### src/gamepad_event_qualifier_macros.svh
// ----------------------------------------------------------------------------
// Gamepad event qualifier assertion macros
// Shared property wrappers, clocked on clk and idle while arst_n is low.
// ----------------------------------------------------------------------------
`ifndef GAMEPAD_EVENT_QUALIFIER_MACROS_SVH
`define GAMEPAD_EVENT_QUALIFIER_MACROS_SVH

// Check that expr holds at every edge outside reset
`define GPQ_ASSERT_ALWAYS(label, expr, msg) \
	label: assert property (@(posedge clk) disable iff (!arst_n) (expr)) else $error(msg);

// Check that cons holds at the edge after ante
`define GPQ_ASSERT_NEXT(label, ante, cons, msg) \
	label: assert property (@(posedge clk) disable iff (!arst_n) (ante) |=> (cons)) \
		else $error(msg);

`endif

### src/gpq_pkg.sv
// ----------------------------------------------------------------------------
// Gamepad event qualifier package
// Beat layouts, event codes, thresholds at reset and the hat angle decoder.
// ----------------------------------------------------------------------------
package gpq_pkg;

	typedef enum logic [2:0] {
		ACT_AXIS      = 3'd0,
		ACT_HAT       = 3'd1,
		ACT_BUTTON    = 3'd2,
		ACT_TICK      = 3'd3,
		ACT_TICK_DISC = 3'd4
	} action_t;

	localparam int THR_W  = 11;
	localparam int AXIS_W = 12;
	localparam int CMP_W  = 13;
	localparam int CNT_W  = 8;
	localparam int DIR_W  = 2;
	localparam int HAT_W  = 16;
	localparam int BTN_NUM_W = 5;
	localparam int HELD_W = 32;
	localparam int STICKS = 3;
	localparam int IN_TDATA_W  = 40;
	localparam int OUT_TDATA_W = 80;

	localparam logic [THR_W-1:0] PRESS_RESET   = 11'd563;
	localparam logic [THR_W-1:0] RELEASE_RESET = 11'd460;
	localparam logic [HAT_W-1:0] HAT_CENTRED   = 16'hFFFF;
	localparam logic signed [CMP_W-1:0] AXIS_LIMIT = 13'sd1024;
	localparam logic [CNT_W-1:0] CNT_MAX = 8'hFF;
	localparam logic [1:0] HAT_STICK = 2'd2;

	localparam logic signed [DIR_W-1:0] DIR_NEG  = -2'sd1;
	localparam logic signed [DIR_W-1:0] DIR_NONE = 2'sd0;
	localparam logic signed [DIR_W-1:0] DIR_POS  = 2'sd1;

	// Whole-degree bounds expressed in hundredths, so no divide is needed
	localparam int HUND = 100;
	localparam logic [HAT_W-1:0] A45_LO  = 16'(45 * HUND);
	localparam logic [HAT_W-1:0] A45_HI  = 16'(46 * HUND - 1);
	localparam logic [HAT_W-1:0] A135_LO = 16'(135 * HUND);
	localparam logic [HAT_W-1:0] A135_HI = 16'(136 * HUND - 1);
	localparam logic [HAT_W-1:0] A225_LO = 16'(225 * HUND);
	localparam logic [HAT_W-1:0] A225_HI = 16'(226 * HUND - 1);
	localparam logic [HAT_W-1:0] A315_LO = 16'(315 * HUND);
	localparam logic [HAT_W-1:0] A315_HI = 16'(316 * HUND - 1);

	typedef struct packed {
		logic [2:0]                 pad;
		logic                       button_down;
		logic [BTN_NUM_W-1:0]       button_number;
		logic [HAT_W-1:0]           hat_angle;
		logic signed [AXIS_W-1:0]   axis_value;
		logic                       axis_select;
		logic [1:0]                 stick_index;
	} in_beat_t;

	typedef struct packed {
		logic signed [DIR_W-1:0] hat_y;
		logic signed [DIR_W-1:0] hat_x;
		logic [HELD_W-1:0]       buttons_held;
		logic [CNT_W-1:0]        button_count;
		logic [CNT_W-1:0]        count_down;
		logic [CNT_W-1:0]        count_up;
		logic [CNT_W-1:0]        count_right;
		logic [CNT_W-1:0]        count_left;
		logic signed [DIR_W-1:0] dir_y;
		logic signed [DIR_W-1:0] dir_x;
	} out_beat_t;

	typedef struct packed {
		logic signed [DIR_W-1:0] x;
		logic signed [DIR_W-1:0] y;
	} hat_dir_t;

	function automatic logic [CNT_W-1:0] sat_inc(input logic [CNT_W-1:0] c);
		logic [CNT_W-1:0] r;
		r = (c == CNT_MAX) ? c : c + 8'd1;
		return r;
	endfunction

	function automatic hat_dir_t hat_decode(input logic [HAT_W-1:0] a);
		hat_dir_t d;
		d.x = DIR_NONE;
		d.y = DIR_NONE;
		if (a != HAT_CENTRED) begin
			if (a >= A45_LO && a <= A135_HI)
				d.x = DIR_POS;
			else if (a >= A225_LO && a <= A315_HI)
				d.x = DIR_NEG;
			if (a >= A315_LO || a <= A45_HI)
				d.y = DIR_NEG;
			else if (a >= A135_LO && a <= A225_HI)
				d.y = DIR_POS;
		end
		return d;
	endfunction

endpackage

### src/gamepad_event_qualifier.sv
// ----------------------------------------------------------------------------
// Gamepad event qualifier
// Turns stick, hat and button events into hysteresis-qualified directions and
// per-frame press counts, one result beat per event beat.
// ----------------------------------------------------------------------------
//
// channel   direction  handshake          payload
// s_*       in         s_tvalid/s_tready  s_tdata event fields, s_tuser action
// m_*       out        m_tvalid/m_tready  m_tdata result fields
// cfg_*     in         cfg_valid/ready    cfg_index, cfg_data threshold write
//
// One beat per cycle sustained while the output is not stalled; each beat passes the input
// stage, then the update stage that loads the result register and all state together.
// The update stage is one pass of compare and increment logic per event.
// arst_n clears state, counts and both valid flags, and loads the thresholds with their reset values.
// A stalled output holds the result and the input stage; s_tready stays high
// while the result register can drain in the same cycle.
//
module gamepad_event_qualifier #(
	parameter int BUTTONS = 32
) (
	input  logic                               clk,
	input  logic                               arst_n,
	input  logic                               s_tvalid,
	output logic                               s_tready,
	// stick_index[1:0], axis_select[2], axis_value[14:3], hat_angle[30:15],
	// button_number[35:31], button_down[36], zero[39:37]
	input  logic [gpq_pkg::IN_TDATA_W-1:0]     s_tdata,
	// action[2:0]
	input  logic [2:0]                         s_tuser,
	output logic                               m_tvalid,
	input  logic                               m_tready,
	// dir_x[1:0], dir_y[3:2], count_left[11:4], count_right[19:12],
	// count_up[27:20], count_down[35:28], button_count[43:36],
	// buttons_held[75:44], hat_x[77:76], hat_y[79:78]
	output logic [gpq_pkg::OUT_TDATA_W-1:0]    m_tdata,
	input  logic                               cfg_valid,
	output logic                               cfg_ready,
	input  logic                               cfg_index,
	input  logic [gpq_pkg::THR_W-1:0]          cfg_data
);

	localparam int BTN_W = (BUTTONS > 1) ? $clog2(BUTTONS) : 1;
	localparam logic [5:0] BTN_LIMIT = 6'(BUTTONS);

	localparam logic CFG_PRESS   = 1'b0;
	localparam logic CFG_RELEASE = 1'b1;

	// pipeline control
	logic adv;
	logic fire_s2;
	logic valid_s1;
	gpq_pkg::in_beat_t in_s1;
	gpq_pkg::action_t  act_s1;
	logic out_valid_q;
	gpq_pkg::out_beat_t out_q;

	// state
	logic [gpq_pkg::THR_W-1:0] press_q, release_q;
	logic signed [gpq_pkg::AXIS_W-1:0] pos_q   [0:3];
	logic signed [gpq_pkg::AXIS_W-1:0] pos_nxt [0:3];
	logic signed [gpq_pkg::DIR_W-1:0]  dirx_q   [0:gpq_pkg::STICKS-1];
	logic signed [gpq_pkg::DIR_W-1:0]  dirx_nxt [0:gpq_pkg::STICKS-1];
	logic signed [gpq_pkg::DIR_W-1:0]  diry_q   [0:gpq_pkg::STICKS-1];
	logic signed [gpq_pkg::DIR_W-1:0]  diry_nxt [0:gpq_pkg::STICKS-1];
	logic [gpq_pkg::CNT_W-1:0] cnt_q   [0:gpq_pkg::STICKS-1][0:3];
	logic [gpq_pkg::CNT_W-1:0] cnt_nxt [0:gpq_pkg::STICKS-1][0:3];
	logic [gpq_pkg::CNT_W-1:0] bcnt_q   [0:BUTTONS-1];
	logic [gpq_pkg::CNT_W-1:0] bcnt_nxt [0:BUTTONS-1];
	logic [BUTTONS-1:0] held_q, held_nxt;
	logic [gpq_pkg::HAT_W-1:0] hat_q, hat_nxt;

	// update stage signals
	logic btn_ok;
	logic [BTN_W-1:0] btn_idx;
	logic upd_en;
	logic [1:0] upd_sel;
	logic signed [gpq_pkg::CMP_W-1:0] upd_px, upd_py;
	logic signed [gpq_pkg::CMP_W-1:0] prs, rel;
	logic signed [gpq_pkg::DIR_W-1:0] prx, pry;
	gpq_pkg::hat_dir_t hat_in, hat_out;
	logic [1:0] rep;
	gpq_pkg::out_beat_t res;

	assign cfg_ready = 1'b1;
	assign adv       = !out_valid_q || m_tready;
	assign s_tready  = !valid_s1 || adv;
	assign fire_s2   = valid_s1 && adv;
	assign m_tvalid  = out_valid_q;
	assign m_tdata   = out_q;

	always_ff @(posedge clk or negedge arst_n) begin
		if (!arst_n) begin
			press_q   <= gpq_pkg::PRESS_RESET;
			release_q <= gpq_pkg::RELEASE_RESET;
		end else if (cfg_valid && cfg_ready) begin
			unique case (cfg_index)
				CFG_PRESS:   press_q   <= cfg_data;
				CFG_RELEASE: release_q <= cfg_data;
				default:     ;
			endcase
		end
	end

	always_ff @(posedge clk or negedge arst_n) begin
		if (!arst_n) begin
			valid_s1    <= 1'b0;
			out_valid_q <= 1'b0;
		end else begin
			if (s_tready)
				valid_s1 <= s_tvalid;
			if (adv)
				out_valid_q <= valid_s1;
		end
	end

	always_ff @(posedge clk) begin
		if (s_tvalid && s_tready) begin
			in_s1  <= gpq_pkg::in_beat_t'(s_tdata);
			act_s1 <= gpq_pkg::action_t'(s_tuser);
		end
		if (fire_s2)
			out_q <= res;
	end

	assign btn_ok  = {1'b0, in_s1.button_number} < BTN_LIMIT;
	assign btn_idx = BTN_W'(in_s1.button_number);
	assign prs     = gpq_pkg::CMP_W'($signed({1'b0, press_q}));
	assign rel     = gpq_pkg::CMP_W'($signed({1'b0, release_q}));
	assign hat_in  = gpq_pkg::hat_decode(in_s1.hat_angle);

	always_comb begin
		pos_nxt  = pos_q;
		dirx_nxt = dirx_q;
		diry_nxt = diry_q;
		cnt_nxt  = cnt_q;
		bcnt_nxt = bcnt_q;
		held_nxt = held_q;
		hat_nxt  = hat_q;
		upd_en   = 1'b0;
		upd_sel  = 2'd0;
		upd_px   = '0;
		upd_py   = '0;
		prx      = gpq_pkg::DIR_NONE;
		pry      = gpq_pkg::DIR_NONE;

		unique case (act_s1) inside
			gpq_pkg::ACT_AXIS: begin
				// samples to sticks two and three are dropped
				if (!in_s1.stick_index[1]) begin
					pos_nxt[{in_s1.stick_index[0], in_s1.axis_select}] = in_s1.axis_value;
					upd_en  = 1'b1;
					upd_sel = in_s1.stick_index;
					upd_px  = gpq_pkg::CMP_W'(pos_nxt[{in_s1.stick_index[0], 1'b0}]);
					upd_py  = gpq_pkg::CMP_W'(pos_nxt[{in_s1.stick_index[0], 1'b1}]);
				end
			end
			gpq_pkg::ACT_HAT: begin
				hat_nxt = in_s1.hat_angle;
				upd_en  = 1'b1;
				upd_sel = gpq_pkg::HAT_STICK;
				upd_px  = (hat_in.x == gpq_pkg::DIR_POS) ? gpq_pkg::AXIS_LIMIT :
				          (hat_in.x == gpq_pkg::DIR_NEG) ? -gpq_pkg::AXIS_LIMIT : '0;
				upd_py  = (hat_in.y == gpq_pkg::DIR_POS) ? gpq_pkg::AXIS_LIMIT :
				          (hat_in.y == gpq_pkg::DIR_NEG) ? -gpq_pkg::AXIS_LIMIT : '0;
			end
			gpq_pkg::ACT_BUTTON: begin
				if (btn_ok) begin
					held_nxt[btn_idx] = in_s1.button_down;
					if (in_s1.button_down)
						bcnt_nxt[btn_idx] = gpq_pkg::sat_inc(bcnt_q[btn_idx]);
				end
			end
			gpq_pkg::ACT_TICK, gpq_pkg::ACT_TICK_DISC: begin
				for (int s = 0; s < gpq_pkg::STICKS; s++)
					for (int k = 0; k < 4; k++)
						cnt_nxt[s][k] = '0;
				for (int b = 0; b < BUTTONS; b++)
					bcnt_nxt[b] = '0;
				if (act_s1 == gpq_pkg::ACT_TICK_DISC) begin
					for (int p = 0; p < 4; p++)
						pos_nxt[p] = '0;
					for (int s = 0; s < gpq_pkg::STICKS; s++) begin
						dirx_nxt[s] = gpq_pkg::DIR_NONE;
						diry_nxt[s] = gpq_pkg::DIR_NONE;
					end
					held_nxt = '0;
					hat_nxt  = gpq_pkg::HAT_CENTRED;
				end
			end
			default: ;
		endcase

		// hysteresis: release first, then press against the old direction
		if (upd_en) begin
			prx = dirx_q[upd_sel];
			pry = diry_q[upd_sel];
			if (prx < 0 && upd_px > -rel)
				dirx_nxt[upd_sel] = gpq_pkg::DIR_NONE;
			else if (prx > 0 && upd_px < rel)
				dirx_nxt[upd_sel] = gpq_pkg::DIR_NONE;
			if (pry < 0 && upd_py >= -rel)
				diry_nxt[upd_sel] = gpq_pkg::DIR_NONE;
			else if (pry > 0 && upd_py <= rel)
				diry_nxt[upd_sel] = gpq_pkg::DIR_NONE;
			if (upd_px < -prs && prx >= 0) begin
				dirx_nxt[upd_sel]   = gpq_pkg::DIR_NEG;
				cnt_nxt[upd_sel][0] = gpq_pkg::sat_inc(cnt_q[upd_sel][0]);
			end else if (upd_px > prs && prx <= 0) begin
				dirx_nxt[upd_sel]   = gpq_pkg::DIR_POS;
				cnt_nxt[upd_sel][1] = gpq_pkg::sat_inc(cnt_q[upd_sel][1]);
			end
			if (upd_py < -prs && pry >= 0) begin
				diry_nxt[upd_sel]   = gpq_pkg::DIR_NEG;
				cnt_nxt[upd_sel][2] = gpq_pkg::sat_inc(cnt_q[upd_sel][2]);
			end else if (upd_py > prs && pry <= 0) begin
				diry_nxt[upd_sel]   = gpq_pkg::DIR_POS;
				cnt_nxt[upd_sel][3] = gpq_pkg::sat_inc(cnt_q[upd_sel][3]);
			end
		end
	end

	assign rep     = (act_s1 == gpq_pkg::ACT_HAT) ? gpq_pkg::HAT_STICK : in_s1.stick_index;
	assign hat_out = gpq_pkg::hat_decode(hat_nxt);

	always_comb begin
		res = '0;
		if (rep != 2'd3) begin
			res.dir_x       = dirx_nxt[rep];
			res.dir_y       = diry_nxt[rep];
			res.count_left  = cnt_nxt[rep][0];
			res.count_right = cnt_nxt[rep][1];
			res.count_up    = cnt_nxt[rep][2];
			res.count_down  = cnt_nxt[rep][3];
		end
		if (btn_ok)
			res.button_count = bcnt_nxt[btn_idx];
		res.buttons_held = gpq_pkg::HELD_W'(held_nxt);
		res.hat_x        = hat_out.x;
		res.hat_y        = hat_out.y;
	end

	always_ff @(posedge clk or negedge arst_n) begin
		if (!arst_n) begin
			for (int p = 0; p < 4; p++)
				pos_q[p] <= '0;
			for (int s = 0; s < gpq_pkg::STICKS; s++) begin
				dirx_q[s] <= gpq_pkg::DIR_NONE;
				diry_q[s] <= gpq_pkg::DIR_NONE;
				for (int k = 0; k < 4; k++)
					cnt_q[s][k] <= '0;
			end
			for (int b = 0; b < BUTTONS; b++)
				bcnt_q[b] <= '0;
			held_q <= '0;
			hat_q  <= gpq_pkg::HAT_CENTRED;
		end else if (fire_s2) begin
			pos_q  <= pos_nxt;
			dirx_q <= dirx_nxt;
			diry_q <= diry_nxt;
			cnt_q  <= cnt_nxt;
			bcnt_q <= bcnt_nxt;
			held_q <= held_nxt;
			hat_q  <= hat_nxt;
		end
	end

`include "gamepad_event_qualifier_macros.svh"

	`GPQ_ASSERT_ALWAYS(a_dir_legal, !m_tvalid || (out_q.dir_x != 2'b10 && out_q.dir_y != 2'b10), "reported direction out of range")
	`GPQ_ASSERT_ALWAYS(a_hat_legal, !m_tvalid || (out_q.hat_x != 2'b10 && out_q.hat_y != 2'b10), "hat direction out of range")
	`GPQ_ASSERT_NEXT(a_s1_hold, valid_s1 && !adv, valid_s1, "input stage lost a beat while stalled")
	`GPQ_ASSERT_NEXT(a_disc_clear, fire_s2 && act_s1 == gpq_pkg::ACT_TICK_DISC, held_q == '0 && hat_q == gpq_pkg::HAT_CENTRED, "disconnect tick left state behind")

endmodule
### config.mk
export PLATFORM = sky130hd
export DESIGN_NAME = gamepad_event_qualifier
export DESIGN_NICKNAME = d
export VERILOG_FILES = /design/src/gpq_pkg.sv /design/src/gamepad_event_qualifier.sv
export VERILOG_INCLUDE_DIRS = /design/src /design/src/src
export SDC_FILE = /design/constraint.sdc
export NUM_CORES = 2
export LEC_CHECK = 0
export ABC_AREA = 1
export BUFFER_PORTS_ARGS = -buffer_cell sky130_fd_sc_hd__buf_2
export CAP_MARGIN = 20
export CORE_MARGIN = 1.5
export CORE_UTILIZATION = 50
export CTS_CLUSTER_SIZE = 30
export DETAILED_ROUTE_END_ITERATION = 7
export GPL_ROUTABILITY_DRIVEN = 0
export PLACE_DENSITY = 0.66
export SKIP_LAST_GASP = 1
export SYNTH_ARGS = -nofsm -noshare
export SYNTH_HDL_FRONTEND = slang
export SYNTH_SLANG_ARGS = --single-unit
### constraint.sdc
create_clock -name clk -period 7.4 [get_ports clk]
set_input_delay 0.37 -clock clk [delete_from_list [all_inputs] [get_ports clk]]
set_output_delay 0.37 -clock clk [all_outputs]
set_load 0.03 [all_outputs]
### Yosys cells after proc, flatten, opt, wreduce, memory -nomap -nowiden

Index checks and enable logic that the tools add are counted.

* output and inout bits: 83
* register bits after elaboration: 604
* input port bits: 60

* order comparisons: 43
* reduce and logical (&&, ||, !) cells: 33
* add/subtract/negate cells: 7
* mux-type cells: 112
* equality and inequality tests: 18
* bitwise logic cells: 18

Operators with widths (number)
* $mux W96: 7
* $pmux W256 S2: 1
* $bwmux W96: 4
* $bwmux W256: 1
* $demux W32 S2: 4
* $mux W256: 1
* $mux W32: 6
* $bmux W32 S2: 2
* $mux W48: 2
* $mux W6: 16
* $pmux W48 S2: 1
* $mux W8: 11
* $bmux W8 S5: 2
* $mux W13: 6
* $ge A16 B15 Y1 const B: 4
* $le A16 B15 Y1 const B: 4
* $pmux W32 S2: 1
* $mux W12: 5
* $pmux W13 S2: 2
* $bmux W12 S2: 2
* $bwmux W48: 1
* $add A8 B1 Y8 const B: 5
* $demux W8 S5: 1
* $eq A8 B8 Y1 const B: 5
* 58 further kinds: 137

### Longest topological paths before layout

* depth in word-level cells: 23
* gate-level depth with buffers: 29

### Least setup slack after synthesis

Ideal clock, no wire load.

* kind: flip-flop to flip-flop
* start point: register out_valid_q, in the netlist m_tvalid
* end point: register out_q (netlist bit m_tdata[0]), enable pin
* buffers on the path: 2
* arrival: 3580 ps
* period minus slack after synthesis: 4055 ps
* stages on the path, launching flop included: 6
* path slack: 3345 ps
* library setup time: 475 ps
* required time: 6925 ps
* path through: dfrtp_1 nand2_1 nand2_1 inv_2 clkbuf_1 buf_1

* word-level cells in the longest chain between the ends: 3

Ends and longest elaborated chain
* start, declared: RTL line gamepad_event_qualifier.sv:55 `logic out_valid_q;`
* start signal, assigned: RTL line gamepad_event_qualifier.sv:113 `out_valid_q <= valid_s1;`
* $logic_not A1 Y1: RTL line gamepad_event_qualifier.sv:86 `assign adv = !out_valid_q || m_tready;`
* $logic_or A1 B1 Y1: RTL line gamepad_event_qualifier.sv:86
* $logic_and A1 B1 Y1: RTL line gamepad_event_qualifier.sv:88 `assign fire_s2 = valid_s1 && adv;`
* named net fire_s2: RTL line gamepad_event_qualifier.sv:51 `logic fire_s2;`
* end signal, assigned: RTL line gamepad_event_qualifier.sv:123 `out_q <= res;`
* end, declared: RTL line gamepad_event_qualifier.sv:56 `gpq_pkg::out_beat_t out_q;`

The timed path passes the listed nets, and every way through them passes these cells.
A chain may end at the register's enable or synchronous reset.

### Worst setup path after layout

* start point: register in_s1[0] in the netlist's numbering
* end point: register out_q (netlist bit m_tdata[20]), data pin

* word-level cells in the longest chain between the ends: 23
* elaborated cells on any way between the ends: 79

Ends and longest elaborated chain
* start, declared: RTL line gamepad_event_qualifier.sv:53 `gpq_pkg::in_beat_t in_s1;`
* start signal, assigned: RTL line gamepad_event_qualifier.sv:119 `in_s1 <= gpq_pkg::in_beat_t'(s_tdata);`
* $not A2 Y3 (not written as such): RTL line gamepad_event_qualifier.sv:151 `pos_nxt[{in_s1.stick_index[0], in_s1.axis_select}] = in_s1.axis_value;`
* $ge A3 B3 Y1 (not written as such) / $lt A3 B1 Y1 (equally long branches): RTL line gamepad_event_qualifier.sv:151
* $logic_and A1 B1 Y1 (not written as such): RTL line gamepad_event_qualifier.sv:151
* $mux W12 (not written as such): RTL line gamepad_event_qualifier.sv:151
* $demux W12 S2: RTL line gamepad_event_qualifier.sv:151
* $bwmux W48: RTL line gamepad_event_qualifier.sv:151
* $bmux W12 S2: RTL line gamepad_event_qualifier.sv:154 `upd_px = gpq_pkg::CMP_W'(pos_nxt[{in_s1.stick_index[0], 1'b0}]);`
* $mux W12 (not written as such) (2 in a row): RTL line gamepad_event_qualifier.sv:154
* [5 not listed]
* $mux W96: RTL line gamepad_event_qualifier.sv:206 `if (upd_px < -prs && prx >= 0) begin`
* $mux W96: RTL line gamepad_event_qualifier.sv:195 `if (upd_en) begin`
* $bwmux W96: RTL line gamepad_event_qualifier.sv:218 `cnt_nxt[upd_sel][3] = gpq_pkg::sat_inc(cnt_q[upd_sel][3]);`
* $mux W96: RTL line gamepad_event_qualifier.sv:216 `end else if (upd_py > prs && pry <= 0) begin`
* $mux W96: RTL line gamepad_event_qualifier.sv:213 `if (upd_py < -prs && pry >= 0) begin`
* $mux W96: RTL line gamepad_event_qualifier.sv:195
* $bmux W32 S2: RTL line gamepad_event_qualifier.sv:233 `res.count_up = cnt_nxt[rep][2];`
* $mux W32 (2 in a row)

Several ways; a longest one is shown, not always the timed one. The select of a mux whose other input is x is not followed.

==> impl_metrics.json <==
{
  "status": "finished with violations",
  "violations": "design-rule violations",
  "setup_viol": 0,
  "r2r_start": "in_s1[0]",
  "synth_edf_count": 120,
  "netlist-cell-type-count": 65,
  "synth-xor-area-share": 0.00732,
  "postSynth.asyncResetShare": 0.801,
  "synth_top_family_by_area": "simple AND/OR/NAND/NOR gates",
  "relSlewSlack": 0.191,
  "seq_area_frac_synth": 0.386,
  "numCtsBuffers": 74,
  "cts_root_buf": "clkbuf_16",
  "grt_pass1_vias": 37800,
  "min-delay-start": "cfg_data[9]",
  "crit_required_ns": 7.76,
  "tightestPinTransition_ns": 1.21,
  "wl_um": 138000,
  "fmax_mhz": 176,
  "antenna_left": 0,
  "syn-num-nets": 6280,
  "drc": 9,
  "min_period_ns": 5.67,
  "power.density_mw_per_mm2": 290,
  "synth_compound_area_frac": 0.206,
  "cp_max_fo": 26,
  "synthMuxAreaShare": 0,
  "layout.nets": 6282,
  "tns_ns": 0,
  "pre_cts_slack_ns": 1.93,
  "worst_slack_ns": 1.73,
  "clock_sinks": 604,
  "synth_commonest_cells": "2099 x nand2_1, 895 x o21ai_0, 537 x inv_1",
  "syn_to_final_growth_pct": 10.8,
  "critPathKind": "flop to flop",
  "grt_max_degree": 235,
  "drive_gt1_frac": 0.0707,
  "clkTransAtPathRegs_ns": 0.06,
  "place_hpwl_um": 89400,
  "insertion_delay_ns": 0.65,
  "fp.coreArea_mm2": 0.0807,
  "post_dp_cell_area_mm2": 0.0423,
  "finalHoldViolCount": 0,
  "ios": 143,
  "antenna_cells": 0,
  "syn_area_mm2": 0.0408,
  "min_path_type": "primary input to flop",
  "max_cap_violations": 0,
  "route.vias.total": 42100,
  "yosysMostFrequentCell": "nand2_1",
  "yosys.area.top_type_share": 0.281,
  "synth_fa_ha_area_frac": 0.0303,
  "synthSimpleGateAreaFrac": 0.283,
  "track_usage": 0.327,
  "rsz0062_at_grt": "no",
  "dr.pass1.iters": 8,
  "first_iter_violations": 5083,
  "port_buffers": 138,
  "die_y_um": 289,
  "cts-htree-levels": 3,
  "crit_start": "in_s1[0]",
  "cts_tree": "built",
  "cp_data_arrival_time_ns": 6.04,
  "num_rows": 104,
  "vias_per_cell": 5.81,
  "ir_drop_v": 0.000228,
  "fp.dieW_um": 289,
  "p_leak_nw": 21.4,
  "grt_pass1_wl_um": 216000,
  "die_area_mm2": 0.0834,
  "overflow": 0,
  "post_cts_resized": 0,
  "period_share": 0.767,
  "yosys_warnings": 0,
  "grt_antenna_before_repair": 1,
  "yosys.area.top_type": "dfrtp_1",
  "startpoint_type": "flop",
  "place_inst": 7057,
  "syn_inst": 6121,
  "wire_per_inst_um": 19.0,
  "initial_core_util": 0.506,
  "ys.flop_type": "dfrtp_1",
  "synth_seq_cells": 604,
  "finish.instance_area_mm2": 0.0452,
  "cp-end-kind": "flop",
  "clk_path_buf_depth": 3,
  "clock_skew_ns": 0.0361,
  "final_max_slew_viol_count": 0,
  "avgSynthCellArea_um2": 6.67,
  "fin_cells": 7243,
  "synth.area.top_cells": "dfrtp_1 28%, nand2_1 19%, o21ai_0 11%"
}
-- cells by family after synthesis --
family | after synthesis
buffers and inverters | 917
xor gates and xnor gates | 32
other | 1
DFF | 604
adders and majority gates | 99
AOI/OAI and AO/OA | 1567
and+or+nand+nor | 2901
-- worst max-delay path, stage by stage, from the launching register on --
cell and delay [ns]:
edfxtp_1 0.41, inv_2 0.55, nand2_1 0.71, o21ai_0 0.46
a22o_1 0.30, ha_1 0.30, a21oi_1 0.15, o221ai_1 0.20
nand3_1 0.11, nand2_1 0.07, xor2_1 0.18, nand2_1 0.20
nor2_1 0.66, inv_1 0.38, nand3_1 0.15, a21boi_0 0.27
o21ai_0 0.11, nand2_1 0.07, nand2_1 0.10
-- where the power goes --
group	switching, W	internal (W)
clock	0.00155	0.00226
combinational	0.00310	0.00130
sequential	0.000506	0.00440
-- cell usage in the layout (no fill, tap or decap), drive strengths merged, types with 27 or more instances in the layout --
cell type,n
a21oi,336
a22oi,33
a31oi,51
buf,242
clkbuf,100
clkinv,30
dfrtp,458
dlygate4sd3,49
edfxtp,120
ha,99
inv,547
nand2,2110
nand3,265
nand4,41
nor2,437
o21ai,1001
o22ai,27
xor2,28
-- registers in the layout (all words and copies together), names as in the netlist --
signal / count
held_q: 32
in_s1: 32
m_tdata: 80
press_q: 11
diry_q: 6
pos_q: 48
hat_q: 16
release_q: 11
dirx_q: 6
act_s1: 3
bcnt_q: 256
btn_idx: 5
valid_s1: 1
cnt_q: 96
m_tvalid: 1
-- cell type report --
class	count	area (um^2)
Multi-Input combinational cell	4600	21500
Clock inverter	37	473
Tap cell	1060	1330
Fill cell	7889	35400
Sequential cell	604	15700
Clock buffer	99	2010
Inverter	551	2080
Timing Repair Buffer	292	2070
-- worst paths after layout --
path                                      to  slack, ns  cells past startpoint
worst min-delay path              press_q[9]       0.04                      3
max in group asynchronous         held_q[28]       5.46                      4
worst max-delay path             m_tdata[20]       1.73                     18
worst max register to register   m_tdata[20]       1.73                     18
worst min register to register     hat_q[12]       0.47                      2
min in group asynchronous       release_q[0]       0.33                      2
-- through the flow --
step / total power (W) / utilization / hold WS [ns]
6_report: 0.0131 / 0.561 / 0.0396
5_1_grt: 0.0140 / 0.561 / 0.0462
4_1_cts: 0.0131 / 0.561 / 0.00687
3_5_place_dp: 0.00922 / 0.524 / 0.420
3_3_place_gp: 0.00912 / 0.524 / 0.422
2_1_floorplan: 0.00799 / - / 0.0744
-- what timing repair did --
item                      in CTS  in global routing
hold endpoints to repair     119                  0
hold buffers                  49                  0
setup buffers                  0                  0
-- metal layers --
metal	vias to the layer above	routed length, um	track usage
li1	20100	-	-
met1	19700	60200	0.482
met2	2062	59800	0.495
met3	247	13700	0.0476
met4	0	3840	0.101
met5	-	0	0
Power figures use the tool's default switching activity.
